===== config.mk =====
export PLATFORM = sky130hd
export DESIGN_NAME = x86_16bit_decode_execute_top
export DESIGN_NICKNAME = d
export VERILOG_FILES = /design/src/x86de_pkg.sv /design/src/x86de_front.sv /design/src/x86de_back.sv /design/src/x86_16bit_decode_execute_top.sv
export SDC_FILE = /design/constraint.sdc
export NUM_CORES = 1
export LEC_CHECK = 0
export BUFFER_PORTS_ARGS = -buffer_cell sky130_fd_sc_hd__buf_2
export CAP_MARGIN = 10
export CORE_MARGIN = 8
export CORE_UTILIZATION = 35
export DETAILED_ROUTE_END_ITERATION = 6
export SYNTH_ARGS = -nofsm -noshare
export SYNTH_HDL_FRONTEND = slang
export SYNTH_SLANG_ARGS = --single-unit

===== constraint.sdc =====
create_clock -name clk -period 14.2 [get_ports clk]
set_input_delay 2.84 -clock clk [delete_from_list [all_inputs] [get_ports clk]]
set_output_delay 2.84 -clock clk [all_outputs]
set_load 0.05 [all_outputs]

===== src/x86de_pkg.sv =====
// x86de_pkg: shared types and constants for the 16-bit x86 decode/execute block
// no dependencies
package x86de_pkg;

  localparam logic [2:0] OPK_MOV  = 3'd0;
  localparam logic [2:0] OPK_ADD  = 3'd1;
  localparam logic [2:0] OPK_ADC  = 3'd2;
  localparam logic [2:0] OPK_SUB  = 3'd3;
  localparam logic [2:0] OPK_SBB  = 3'd4;
  localparam logic [2:0] OPK_CMP  = 3'd5;
  localparam logic [2:0] OPK_JMP  = 3'd6;
  localparam logic [2:0] OPK_NONE = 3'd7;

  localparam logic [1:0] ST_EXEC  = 2'd0;
  localparam logic [1:0] ST_DEC   = 2'd1;
  localparam logic [1:0] ST_TRUNC = 2'd2;
  localparam logic [1:0] ST_UNSUP = 2'd3;

  localparam logic [5:0] ROW_ARITH_IMM  = 6'h20;
  localparam logic [5:0] ROW_MOV_IMM_RM = 6'h31;
  localparam logic [5:0] ROW_MOV_ACC    = 6'h28;

  // decoded item handed from front to back
  typedef struct packed {
    logic [2:0]  len;
    logic [1:0]  status;
    logic [2:0]  kind;
    logic        exec;     // status is executed
    logic [4:0]  dst;
    logic        src_imm;  // source is the immediate
    logic [4:0]  src;
    logic [15:0] imm;
  } dec_t;

endpackage


===== src/x86de_front.sv =====
// x86de_front: length decode and classification of one instruction window
// depends on x86de_pkg
module x86de_front (
  input  logic [47:0]         instr_bytes,
  input  logic [2:0]          bytes_valid,
  output x86de_pkg::dec_t     dec
);
  import x86de_pkg::*;

  logic [7:0] b0, b1, b2, b3;
  logic [5:0] op6;
  logic       d, w, ww;
  logic [1:0] md;
  logic [2:0] rg, rm, nv, len;
  logic       bad, modrm, mem, immrm, seg, ireg, acc, jmp;
  logic [2:0] kind;

  assign b0 = instr_bytes[7:0];
  assign b1 = instr_bytes[15:8];
  assign b2 = instr_bytes[23:16];
  assign b3 = instr_bytes[31:24];
  assign op6 = b0[7:2];
  assign d = b0[1];
  assign w = b0[0];
  assign ww = b0[3];
  assign md = b1[7:6];
  assign rg = b1[5:3];
  assign rm = b1[2:0];

  // classify and size
  always_comb begin
    logic [2:0] disp;
    nv = (bytes_valid > 3'd6) ? 3'd6 : bytes_valid;
    bad = 1'b0; modrm = 1'b0; immrm = 1'b0; seg = 1'b0; ireg = 1'b0;
    acc = 1'b0; jmp = 1'b0; kind = OPK_NONE;
    case (op6)
      6'h22: begin modrm = 1'b1; kind = OPK_MOV; end
      6'h23: begin
        if (b0 == 8'h8C || b0 == 8'h8E) begin seg = 1'b1; modrm = 1'b1; kind = OPK_MOV; end
        else bad = 1'b1;
      end
      6'h00: begin modrm = 1'b1; kind = OPK_ADD; end
      6'h0A: begin modrm = 1'b1; kind = OPK_SUB; end
      6'h0E: begin modrm = 1'b1; kind = OPK_CMP; end
      6'h01: begin acc = ~d; bad = d; kind = OPK_ADD; end
      6'h0B: begin acc = ~d; bad = d; kind = OPK_SUB; end
      6'h0F: begin acc = ~d; bad = d; kind = OPK_CMP; end
      ROW_MOV_ACC: begin acc = 1'b1; kind = OPK_MOV; end
      ROW_MOV_IMM_RM: begin immrm = d; modrm = d; bad = ~d; kind = OPK_MOV; end
      ROW_ARITH_IMM: begin
        immrm = 1'b1; modrm = 1'b1;
        case (rg)
          3'd0: kind = OPK_ADD;
          3'd2: kind = OPK_ADC;
          3'd3: kind = OPK_SBB;
          3'd5: kind = OPK_SUB;
          3'd7: kind = OPK_CMP;
          default: kind = OPK_NONE;
        endcase
      end
      6'h2C, 6'h2D, 6'h2E, 6'h2F: begin ireg = 1'b1; kind = OPK_MOV; end
      6'h1C, 6'h1D, 6'h1E, 6'h1F, 6'h38: begin jmp = 1'b1; kind = OPK_JMP; end
      default: bad = 1'b1;
    endcase
    disp = (md == 2'd0) ? ((rm == 3'd6) ? 3'd2 : 3'd0) :
           (md == 2'd1) ? 3'd1 : (md == 2'd2) ? 3'd2 : 3'd0;
    mem = 1'b0;
    len = 3'd0;
    if (acc) begin
      len = (op6 == ROW_MOV_ACC || w) ? 3'd3 : 3'd2; mem = 1'b1;
    end else if (jmp) begin
      len = 3'd2; mem = 1'b1;
    end else if (ireg) begin
      len = 3'd2 + {2'd0, ww};
    end else begin
      mem = (md != 2'd3);
      len = 3'd2 + disp;
      if (immrm) len = len + 3'd1 + {2'd0, (op6 == ROW_ARITH_IMM) ? (b0 == 8'h81) : w};
    end
  end

  // status and operand selection
  always_comb begin
    logic [4:0] rc, mc;
    dec = '0;
    dec.kind = OPK_NONE;
    rc = w ? {2'b00, rg} : {2'b01, rg};
    mc = w ? {2'b00, rm} : {2'b01, rm};
    if (nv == 3'd0) dec.status = ST_TRUNC;
    else if (bad) dec.status = ST_UNSUP;
    else if (modrm && nv < 3'd2) dec.status = ST_TRUNC;
    else if (immrm && kind == OPK_NONE) dec.status = ST_UNSUP;
    else if (nv < len) dec.status = ST_TRUNC;
    else begin
      dec.len = len;
      dec.kind = kind;
      dec.status = mem ? ST_DEC : ST_EXEC;
      dec.exec = ~mem;
    end
    if (seg) begin
      dec.dst = d ? {3'b100, rg[1:0]} : {2'b00, rm};
      dec.src = d ? {2'b00, rm} : {3'b100, rg[1:0]};
    end else if (immrm) begin
      dec.dst = mc;
      dec.src_imm = 1'b1;
      if (len == 3'd4) dec.imm = {b3, b2};
      else if (b0 == 8'h83) dec.imm = {{8{b2[7]}}, b2};
      else dec.imm = {8'h00, b2};
    end else if (ireg) begin
      dec.dst = ww ? {2'b00, b0[2:0]} : {2'b01, b0[2:0]};
      dec.src_imm = 1'b1;
      dec.imm = ww ? {b2, b1} : {8'h00, b1};
    end else begin
      dec.dst = d ? rc : mc;
      dec.src = d ? mc : rc;
    end
  end

endmodule


===== src/x86de_back.sv =====
// x86de_back: register file, alu, flags and result register
// depends on x86de_pkg
module x86de_back (
  input  logic            clk,
  input  logic            rst_n,
  input  logic            q_valid,
  output logic            q_ready,
  input  x86de_pkg::dec_t q_dec,
  output logic            out_tvalid,
  input  logic            out_tready,
  output logic [39:0]     out_tdata
);
  import x86de_pkg::*;

  logic [15:0] gr_r [8];
  logic [15:0] sr_r [4];
  logic [2:0]  fl_r;
  logic        ov_r;
  logic [39:0] od_r;

  function automatic logic [15:0] rd(input logic [4:0] c, input logic [15:0] g [8],
                                     input logic [15:0] s [4]);
    logic [15:0] v;
    if (c[4]) v = s[c[1:0]];
    else if (!c[3]) v = g[c[2:0]];
    else if (!c[2]) v = {8'h00, g[{1'b0, c[1:0]}][7:0]};
    else v = {8'h00, g[{1'b0, c[1:0]}][15:8]};
    return v;
  endfunction

  logic        take, wide, fw, rw;
  logic [15:0] a, s, r, nv;
  logic [2:0]  fl_nxt;

  assign q_ready = ~ov_r | out_tready;
  assign take = q_valid & q_ready;

  // execute
  always_comb begin
    wide = ~q_dec.dst[3] | q_dec.dst[4];
    a = rd(q_dec.dst, gr_r, sr_r);
    s = q_dec.src_imm ? q_dec.imm : rd(q_dec.src, gr_r, sr_r);
    if (!wide) s = {8'h00, s[7:0]};
    if (q_dec.kind == OPK_MOV) r = s;
    else if (q_dec.kind == OPK_ADD || q_dec.kind == OPK_ADC) r = a + s;
    else r = a - s;
    if (!wide) r = {8'h00, r[7:0]};
    fw = q_dec.exec & (q_dec.kind != OPK_MOV);
    rw = q_dec.exec & (q_dec.kind != OPK_CMP);
    fl_nxt = fw ? {~^r[7:0], wide ? r[15] : r[7], r == 16'h0000} : fl_r;
    if (q_dec.dst[4] || !q_dec.dst[3]) nv = r;
    else if (!q_dec.dst[2]) nv = {gr_r[{1'b0, q_dec.dst[1:0]}][15:8], r[7:0]};
    else nv = {r[7:0], gr_r[{1'b0, q_dec.dst[1:0]}][7:0]};
  end

  // architectural state
  always_ff @(posedge clk) begin
    if (!rst_n) begin
      for (int i = 0; i < 8; i++) gr_r[i] <= '0;
      for (int i = 0; i < 4; i++) sr_r[i] <= '0;
      fl_r <= '0;
      ov_r <= 1'b0;
    end else begin
      if (take) begin
        fl_r <= fl_nxt;
        if (rw) begin
          if (q_dec.dst[4]) sr_r[q_dec.dst[1:0]] <= nv;
          else gr_r[q_dec.dst[3] ? {1'b0, q_dec.dst[1:0]} : q_dec.dst[2:0]] <= nv;
        end
      end
      if (take) ov_r <= 1'b1;
      else if (out_tready) ov_r <= 1'b0;
    end
  end

  // result word
  always_ff @(posedge clk) begin
    if (take)
      od_r <= {6'd0, fl_nxt[2], fl_nxt[1], fl_nxt[0], fw, rw ? nv : 16'h0,
               rw ? q_dec.dst : 5'd0, rw, q_dec.kind, q_dec.status, q_dec.len};
  end

  assign out_tvalid = ov_r;
  assign out_tdata = od_r;

  a_hold: assert property (@(posedge clk) disable iff (!rst_n)
    out_tvalid && !out_tready |=> out_tvalid && $stable(out_tdata))
    else $error("result changed while stalled");
  a_nowr: assert property (@(posedge clk) disable iff (!rst_n)
    out_tvalid && !out_tdata[8] |-> out_tdata[29:9] == 21'd0)
    else $error("register fields without write");
  a_err: assert property (@(posedge clk) disable iff (!rst_n)
    out_tvalid && out_tdata[4] |-> out_tdata[7:5] == OPK_NONE && out_tdata[2:0] == 3'd0)
    else $error("error result with length");
endmodule


===== src/x86_16bit_decode_execute_top.sv =====
// x86_16bit_decode_execute_top: 16-bit x86 subset decode and execute
// depends on x86de_pkg, x86de_front, x86de_back
//
// in channel: one word per instruction window, tdata = instr_bytes[47:0],
//   bytes_valid[50:48], zero fill to 56 bits
// out channel: one word per input word with length, status, op kind, register
//   write and current zero, sign and parity flags
// the front decodes the window combinationally into a one-entry skid
// register; the back reads the register file, runs one add/subtract and
// writes back and registers the result in the same cycle
// path: an accepted word passes the queue register, then the result register
// throughput: one word per cycle while out_tready stays high; back-to-back
//   instructions see the register writes of the previous one
// reset: general, segment registers and flags clear, both queues empty
// receiver stall: the output word holds, the queue fills, then in_tready
//   drops; no word is lost
module x86_16bit_decode_execute_top (
  input  logic        clk,
  input  logic        rst_n,
  input  logic        in_tvalid,
  output logic        in_tready,
  input  logic [55:0] in_tdata,   // instr_bytes[47:0], bytes_valid[50:48]
  output logic        out_tvalid,
  input  logic        out_tready,
  output logic [39:0] out_tdata   // instr_length, status, op_kind, reg_write,
                                  // dest_reg, dest_value, flags_written,
                                  // zero_flag, sign_flag, parity_flag
);
  import x86de_pkg::*;

  dec_t dec, q_r;
  logic qv_r, q_ready;

  x86de_front u_front (
    .instr_bytes (in_tdata[47:0]),
    .bytes_valid (in_tdata[50:48]),
    .dec         (dec)
  );

  // one-entry queue between front and back
  assign in_tready = ~qv_r | q_ready;
  always_ff @(posedge clk) begin
    if (!rst_n) qv_r <= 1'b0;
    else if (in_tready) qv_r <= in_tvalid;
  end
  always_ff @(posedge clk) begin
    if (in_tready && in_tvalid) q_r <= dec;
  end

  x86de_back u_back (
    .clk        (clk),
    .rst_n      (rst_n),
    .q_valid    (qv_r),
    .q_ready    (q_ready),
    .q_dec      (q_r),
    .out_tvalid (out_tvalid),
    .out_tready (out_tready),
    .out_tdata  (out_tdata)
  );
endmodule

After elaboration in Yosys (flattened, before gate mapping)

Cells that the tools add are included.

Bits in registers: 267
Latch bits: 0
Memory bits (writable): 0
Memory bits (read-only): 0
Output and inout bits: 42
Logic and storage cells: 222
Memories kept: 0

Add/sub/neg operators: 6
Multipliers: 0
Divide/modulo/power cells: 0
Order comparisons: 12
Equal/unequal tests: 36
Shift operators: 0
Muxes and demuxes: 92
Bitwise operators: 19
Reductions and logical operators: 31

Operators with widths:

| kind                 | count |
|---|---|
| $mux W16             | 30 |
| $bmux W16 S3         | 4 |
| $bwmux W128          | 1 |
| $bmux W16 S2         | 2 |
| $bwmux W64           | 1 |
| $eq A6 B6 Y1 const B | 10 |
| $demux W16 S3        | 1 |
| $mux W5              | 9 |
| $demux W16 S2        | 1 |
| $eq A8 B8 Y1 const B | 4 |
| $mux W3              | 10 |
| $eq A6 B4 Y1 const B | 4 |
| $eq A6 B5 Y1 const B | 4 |
| $pmux W3 S7          | 1 |
| $ge A4 B4 Y1 const B | 5 |
| $mux W1              | 19 |
| $add A16 B16 Y16     | 1 |
| $logic_not A16 Y1    | 1 |
| $mux W8              | 2 |
| $sub A16 B16 Y16     | 1 |
| $eq A3 B3 Y1 const B | 5 |
| $pmux W3 S5          | 1 |
| $reduce_or A15 Y1    | 1 |
| $reduce_or A5 Y1     | 3 |
| other kinds (43)     | 75 |

Logic depth before layout (Yosys ltp)

Depth in word-level cells: 16
Mapped depth: 24

Cells and area by module

From an unflattened synthesis, not the netlist that was laid out.

Cells, all modules: 1672
Area, all modules: 15466.1 sq um

Modules (own cells, without submodules):

| module                       | instances | cells an instance | area each (sq um) |
|---|---|---|---|
| x86de_back                   | 1         | 1461              | 13183.9 |
| x86de_front                  | 1         | 170               | 1143.6 |
| x86_16bit_decode_execute_top | 1         | 41                | 1138.6 |

Worst setup path before layout

No wires, ideal clock.

Kind: input port to output port
From: in out_tready
To: out in_tready
Arrival time: 3.344 ns
Setup slack: 8.016 ns
Stages: 2
Cell sequence: nor2b_1 > nand2_1

Cells in the longest elaborated chain, start to end: 2

RTL lines:

| what            | RTL line                           | RTL |
|---|---|---|
| start, declared | x86_16bit_decode_execute_top.sv:24 | `input logic out_tready,` |
| $or A1 B1 Y1    | x86de_back.sv:35                   | `assign q_ready = ~ov_r \| out_tready;` |
| $or A1 B1 Y1    | x86_16bit_decode_execute_top.sv:41 | `assign in_tready = ~qv_r \| q_ready;` |
| end, declared   | x86_16bit_decode_execute_top.sv:21 | `output logic in_tready,` |

Every way passes these cells.

Final worst setup path

From: reg q_r[16] in the netlist's numbering
To: reg u_back.od_r[23] (netlist: u_back.out_tdata[23]) (data pin)

Cells in the longest elaborated chain, start to end: 15

RTL lines:

| what                                                 | RTL line                           | RTL |
|---|---|---|
| start, declared                                      | x86_16bit_decode_execute_top.sv:31 | `dec_t dec, q_r;` |
| start signal, assigned                               | x86_16bit_decode_execute_top.sv:47 | `if (in_tready && in_tvalid) q_r <= dec;` |
| $not A2 Y4 (not written as such)                     | x86de_back.sv:26, x86de_back.sv:27 |  |
| $bmux W16 S3                                         | x86de_back.sv:26, x86de_back.sv:27 |  |
| $mux W16 (not written as such) (2 in a row)          | x86de_back.sv:26                   | `else if (!c[2]) v = {8'h00, g[{1'b0, c[1:0]}][7:0]};` |
| $mux W8                                              | x86de_back.sv:26                   |  |
| $mux W16                                             | x86de_back.sv:25                   | `else if (!c[3]) v = g[c[2:0]];` |
| $mux W16 *                                           | x86de_back.sv:24                   | `if (c[4]) v = s[c[1:0]];` |
| $mux W16 *                                           | x86de_back.sv:42                   | `s = q_dec.src_imm ? q_dec.imm : rd(q_dec.src, gr_r, sr_r);` |
| $mux W16 *                                           | x86de_back.sv:43                   | `if (!wide) s = {8'h00, s[7:0]};` |
| $sub A16 B16 Y16 or $add A16 B16 Y16 (tied branches) | x86de_back.sv:46, x86de_back.sv:45 |  |
| $mux W16                                             | x86de_back.sv:45                   | `else if (q_dec.kind == OPK_ADD \|\| q_dec.kind == OPK_ADC) r = a + s;` |
| $mux W16 *                                           | x86de_back.sv:44                   | `if (q_dec.kind == OPK_MOV) r = s;` |
| $mux W16 *                                           | x86de_back.sv:47                   | `if (!wide) r = {8'h00, r[7:0]};` |
| $mux W16                                             | x86de_back.sv:52                   | `else if (!q_dec.dst[2]) nv = {gr_r[{1'b0, q_dec.dst[1:0]}][15:8], r[7:0]};` |
| $mux W16 *                                           | x86de_back.sv:51                   | `if (q_dec.dst[4] \|\| !q_dec.dst[3]) nv = r;` |
| end signal, assigned                                 | x86de_back.sv:79                   | `od_r <= {6'd0, fl_nxt[2], fl_nxt[1], fl_nxt[0], fw, rw ? nv : 16'h0,` |
| end, declared                                        | x86de_back.sv:19                   | `logic [39:0] od_r;` |

Mark *: on every way between the ends. The rest lies on a longest branch, timed or not. The select of a mux whose other input is x is not followed.
A chain may end at the register's enable or synchronous reset.

==> run summary <==
The CTS root buffer is clkbuf_16. The maximum fanout along the worst path is 38, and the total number of placement rows is 77. The tools report the max-capacitance violation count as 0. Number of detailed-routing iterations run before antenna repair: 5.

Most used flip-flop cell after synthesis: dfxtp_1. Total global-route track usage: 19.5%. Detailed routing placed a total of 23100 µm of wire on met2. The signal on the critical path passes through buf_4 > buf_4 > mux4_2 > a221oi_1 > a21o_1 > a21boi_1 > nand3_1 > o21ai_0 > xnor2_1 > ha_1 > nor4_1 > o21ai_0 > nand4_1 > and2_1 > xnor2_1 > o21ai_2 > a21boi_0 > nor2_1.

The number of global-route vias before repair was 12500; the die width was 226 µm. The count of port buffers added during placement is 74, and the antenna violation net count after detailed routing is 0. The area added between synthesis and finish was 12.5%; the clock slew seen by the registers of the worst setup and hold paths was 60 ps. The tools report the remaining global-route overflow as 0. In this run, synthesis produced a sequential element count of 267. For the worst setup path, the data required time is 14500 ps.

Setup total negative slack on the finished layout was measured at 0 ps. The core region is 0.0438 mm². The run gives 0 as the number of warnings printed during yosys synthesis. TritonCTS built the clock tree. For this run, the slowest stage of the critical path takes 790 ps. The instance area after placement is 0.0163 mm². The slew at the pin closest to its max-slew limit came out at 1190 ps. Setup repair after global routing left no endpoint under its margin. The run gives 12800 as the detailed-route via count.

Entering global routing, the biggest net connects 87 pins. For this design the top-level I/O count stands at 102. Antenna diode instance count: 0. For the max-slew violation count, the log shows 0.

The number of enable-type register cells in the synthesized netlist came out at 70. Data on the critical path arrives at its endpoint at 6850 ps. STA classifies the critical path endpoint as a flop.

Clock tree synthesis inserted a total of 30 buffers. Summed over all nets, the half-perimeter wirelength after detailed placement is 35400 µm. The clock passes through at most 3 buffers.

In this run the mean area of a mapped cell was 9.70 µm². Routability-driven placement finished with a final weighted congestion of 0.954. The wire length on met1 was 21800 µm; the via count normalized by instance count was 5.78. In this run the worst hold path is classified as reg -> reg. The areal power density over the cells was 115 mW/mm²; the footprint of the multi-input gates was 0.00877 mm². The maximum frequency from static timing analysis is 0.153 GHz, and the per-cell routed wire length is 22.7 µm.

In this run the vertical extent of the chip is 226 µm. For the worst-skew pair, the clock arrives at the later sink with an insertion delay of 590 ps. In this run, post-CTS hold repair placed 0 buffers. The run gives 82 as the number of library cell types mapped by synthesis. The critical path in this run is classified as reg -> reg. Measured against its own limit, the worst slew margin works out to 20.2%. Summing all flip-flop and latch instances after layout gives 0.00605 mm². The iteration-0 DRC count of the detailed router is 1328. Summed over all cells, the static leakage comes to 0.00614 µW.

The post-CTS setup buffer count is 0, and the count of mapped cells out of synthesis is 1588. After synthesis, the cell types taking the most area are dfxtp_1, edfxtp_1, mux4_2, mux2i_1, nor2_1. The final number of setup-violating endpoints was 0; the total length of routed met3 wires was 3740 µm. The tools report the total of cells resized after clock tree synthesis as 0. Wires add up to 50400 µm. The tools report the number of H-tree branching levels as 1. The slowest stage of the critical path belongs to the cell a21boi_0. For this run, design rule violations remaining after detail routing come to 0. The minimum clock period after layout came out at 6560 ps. The worst-case IR drop observed on VDD is 0.0754 mV. On the final layout, the worst clock skew is 19.4 ps. The starting utilization of the core area is 35.2%, and the number of antenna violations at the first check in global routing is 0. The mapped netlist covers 0.0154 mm². Summed over its instances, the top area cell type makes up 25.6% of the synthesized netlist area. The synthesized design spends more area on one cell type than any other, namely dfxtp_1. Clock tree synthesis found a total of 267 sinks. Counting flops with an async set or reset pin after synthesis yields a share of 0%. The portion of the clock cycle consumed by the worst path in the final layout was 46.2%.

Summing all non-filler instances in the final layout gives an area of 0.0173 mm². The number of fillers in the final layout is 4321. Cells with a size suffix above 1 make up 19.6% of the layout.

Routed signal wires occupy layers up through met4. STA classifies the critical path startpoint as a flop. For the global-route wire length before repair, the log shows 76700 µm. The floorplan step defined a die boundary enclosing 0.0510 mm². The flow ran to the end, and the final reports show no timing, DRC or antenna violations.

The share of the yosys chip area belonging to registers is 39.2%. The tools report the total count of hold-check failures in the final report as 0. The net count of the finished layout came out at 1691.
==> worst max-delay path: cells and delay by family (launching register included) <==
family | cells | cell delay [ps]
fa+ha+maj | 1 | 240
mux | 1 | 610
xor+xnor | 2 | 200
simple gates | 5 | 930
compound gates | 7 | 2760
flops | 1 | 320
buf+inv | 2 | 1150
==> stage by stage <==
stage	total power, µW	setup WS [ps]	hold WS [ps]	util, %	instances
after floorplan	1070	8020	400	-	1593
after detailed placement	1180	7470	405	37.1	2165
after global placement	1180	7470	407	37.1	2165
after CTS	2010	7430	419	39.5	2221
final	1990	7640	418	39.6	2222
after global routing	2060	7280	427	39.6	2222
==> cells in the mapped netlist (10+ instances only) <==
library cell / number
a31oi_1: 14
or2_2: 14
a21o_1: 10
edfxtp_1: 70
o32ai_1: 12
dfxtp_1: 197
nand2_1: 113
mux2i_1: 102
nor3_1: 14
o21ai_0: 107
ha_1: 24
nor2b_1: 16
and2_1: 20
xnor2_1: 19
buf_2: 18
a211oi_1: 74
mux2_2: 35
o22ai_1: 26
inv_1: 24
nor2_1: 211
buf_1: 11
nand3_1: 14
xor2_1: 10
clkbuf_1: 86
mux4_2: 75
a21oi_1: 97
nand2b_1: 17
==> cell type report <==
type | count | area share (%)
multi-input combinational | 1172 | 50.6
sequential | 267 | 34.9
clock buffer | 32 | 4.43
tap | 592 | 4.27
timing repair buffer | 110 | 3.69
clock inverter | 24 | 1.62
inverter | 25 | 0.548
==> metal layers <==
layer	vias up	track usage (%)
li1	5948	-
met1	6273	26.4
met2	509	31.1
met3	103	2.78
met4	0	7.57
met5	-	0
==> sequential cells by signal, summed over array words and instances, names as in the netlist <==
name               flops
u_back.fl_r            3
u_back.out_tvalid      1
u_back.out_tdata      34
u_back.sr_r           64
q_r                   36
u_back.gr_r          128
qv_r                   1
==> final timing paths <==
check / to / cells past startpoint / startpoint / slack, ps
worst max-delay path: u_back.out_tdata[23]$_SDFFCE_PN0P_ / 18 / q_r[16]$_DFFE_PP_ / 7640
worst min-delay path: u_back.out_tdata[1]$_DFFE_PP_ / 0 / q_r[34]$_SDFFCE_PP0P_ / 420
worst max register to register: u_back.out_tdata[23]$_SDFFCE_PN0P_ / 18 / q_r[16]$_DFFE_PP_ / 7640
worst min register to register: u_back.out_tdata[1]$_DFFE_PP_ / 0 / q_r[34]$_SDFFCE_PP0P_ / 420
==> cells by family (layout without fill, tap and decap cells) <==
kind of cell | count (synthesis) | after routing | share of synthesized area, %
simple gates | 452 | 452 | 13.1
xor+xnor | 29 | 29 | 1.65
buf+inv | 154 | 191 | 4.47
fa+ha+maj | 25 | 25 | 2.08
other cells | 1 | 6 | 0.0243
flops | 267 | 267 | 39.2
compound gates | 443 | 443 | 18.8
mux | 217 | 217 | 20.6
==> where the power goes <==
group	switching (µW)	total, µW	internal (µW)	leakage (µW)
registers	9.43	810	801	0.00226
logic	248	358	110	0.00337
clock network	338	824	486	0.000514
==> cells in the final DEF, fill, tap and decap left out, types with 36 or more instances in the layout <==
| master | netlist | routed |
|---|---|---|
| a21oi_1 | 97 | 97 |
| a211oi_1 | 74 | 74 |
| o21ai_0 | 107 | 106 |
| edfxtp_1 | 70 | 70 |
| buf_4 | 8 | 36 |
| nor2_1 | 211 | 202 |
| mux2i_1 | 102 | 102 |
| nand2_1 | 113 | 113 |
| dfxtp_1 | 197 | 197 |
| buf_2 | 18 | 74 |
| mux4_2 | 75 | 75 |
No activity file was read; power rests on OpenSTA's default activity.
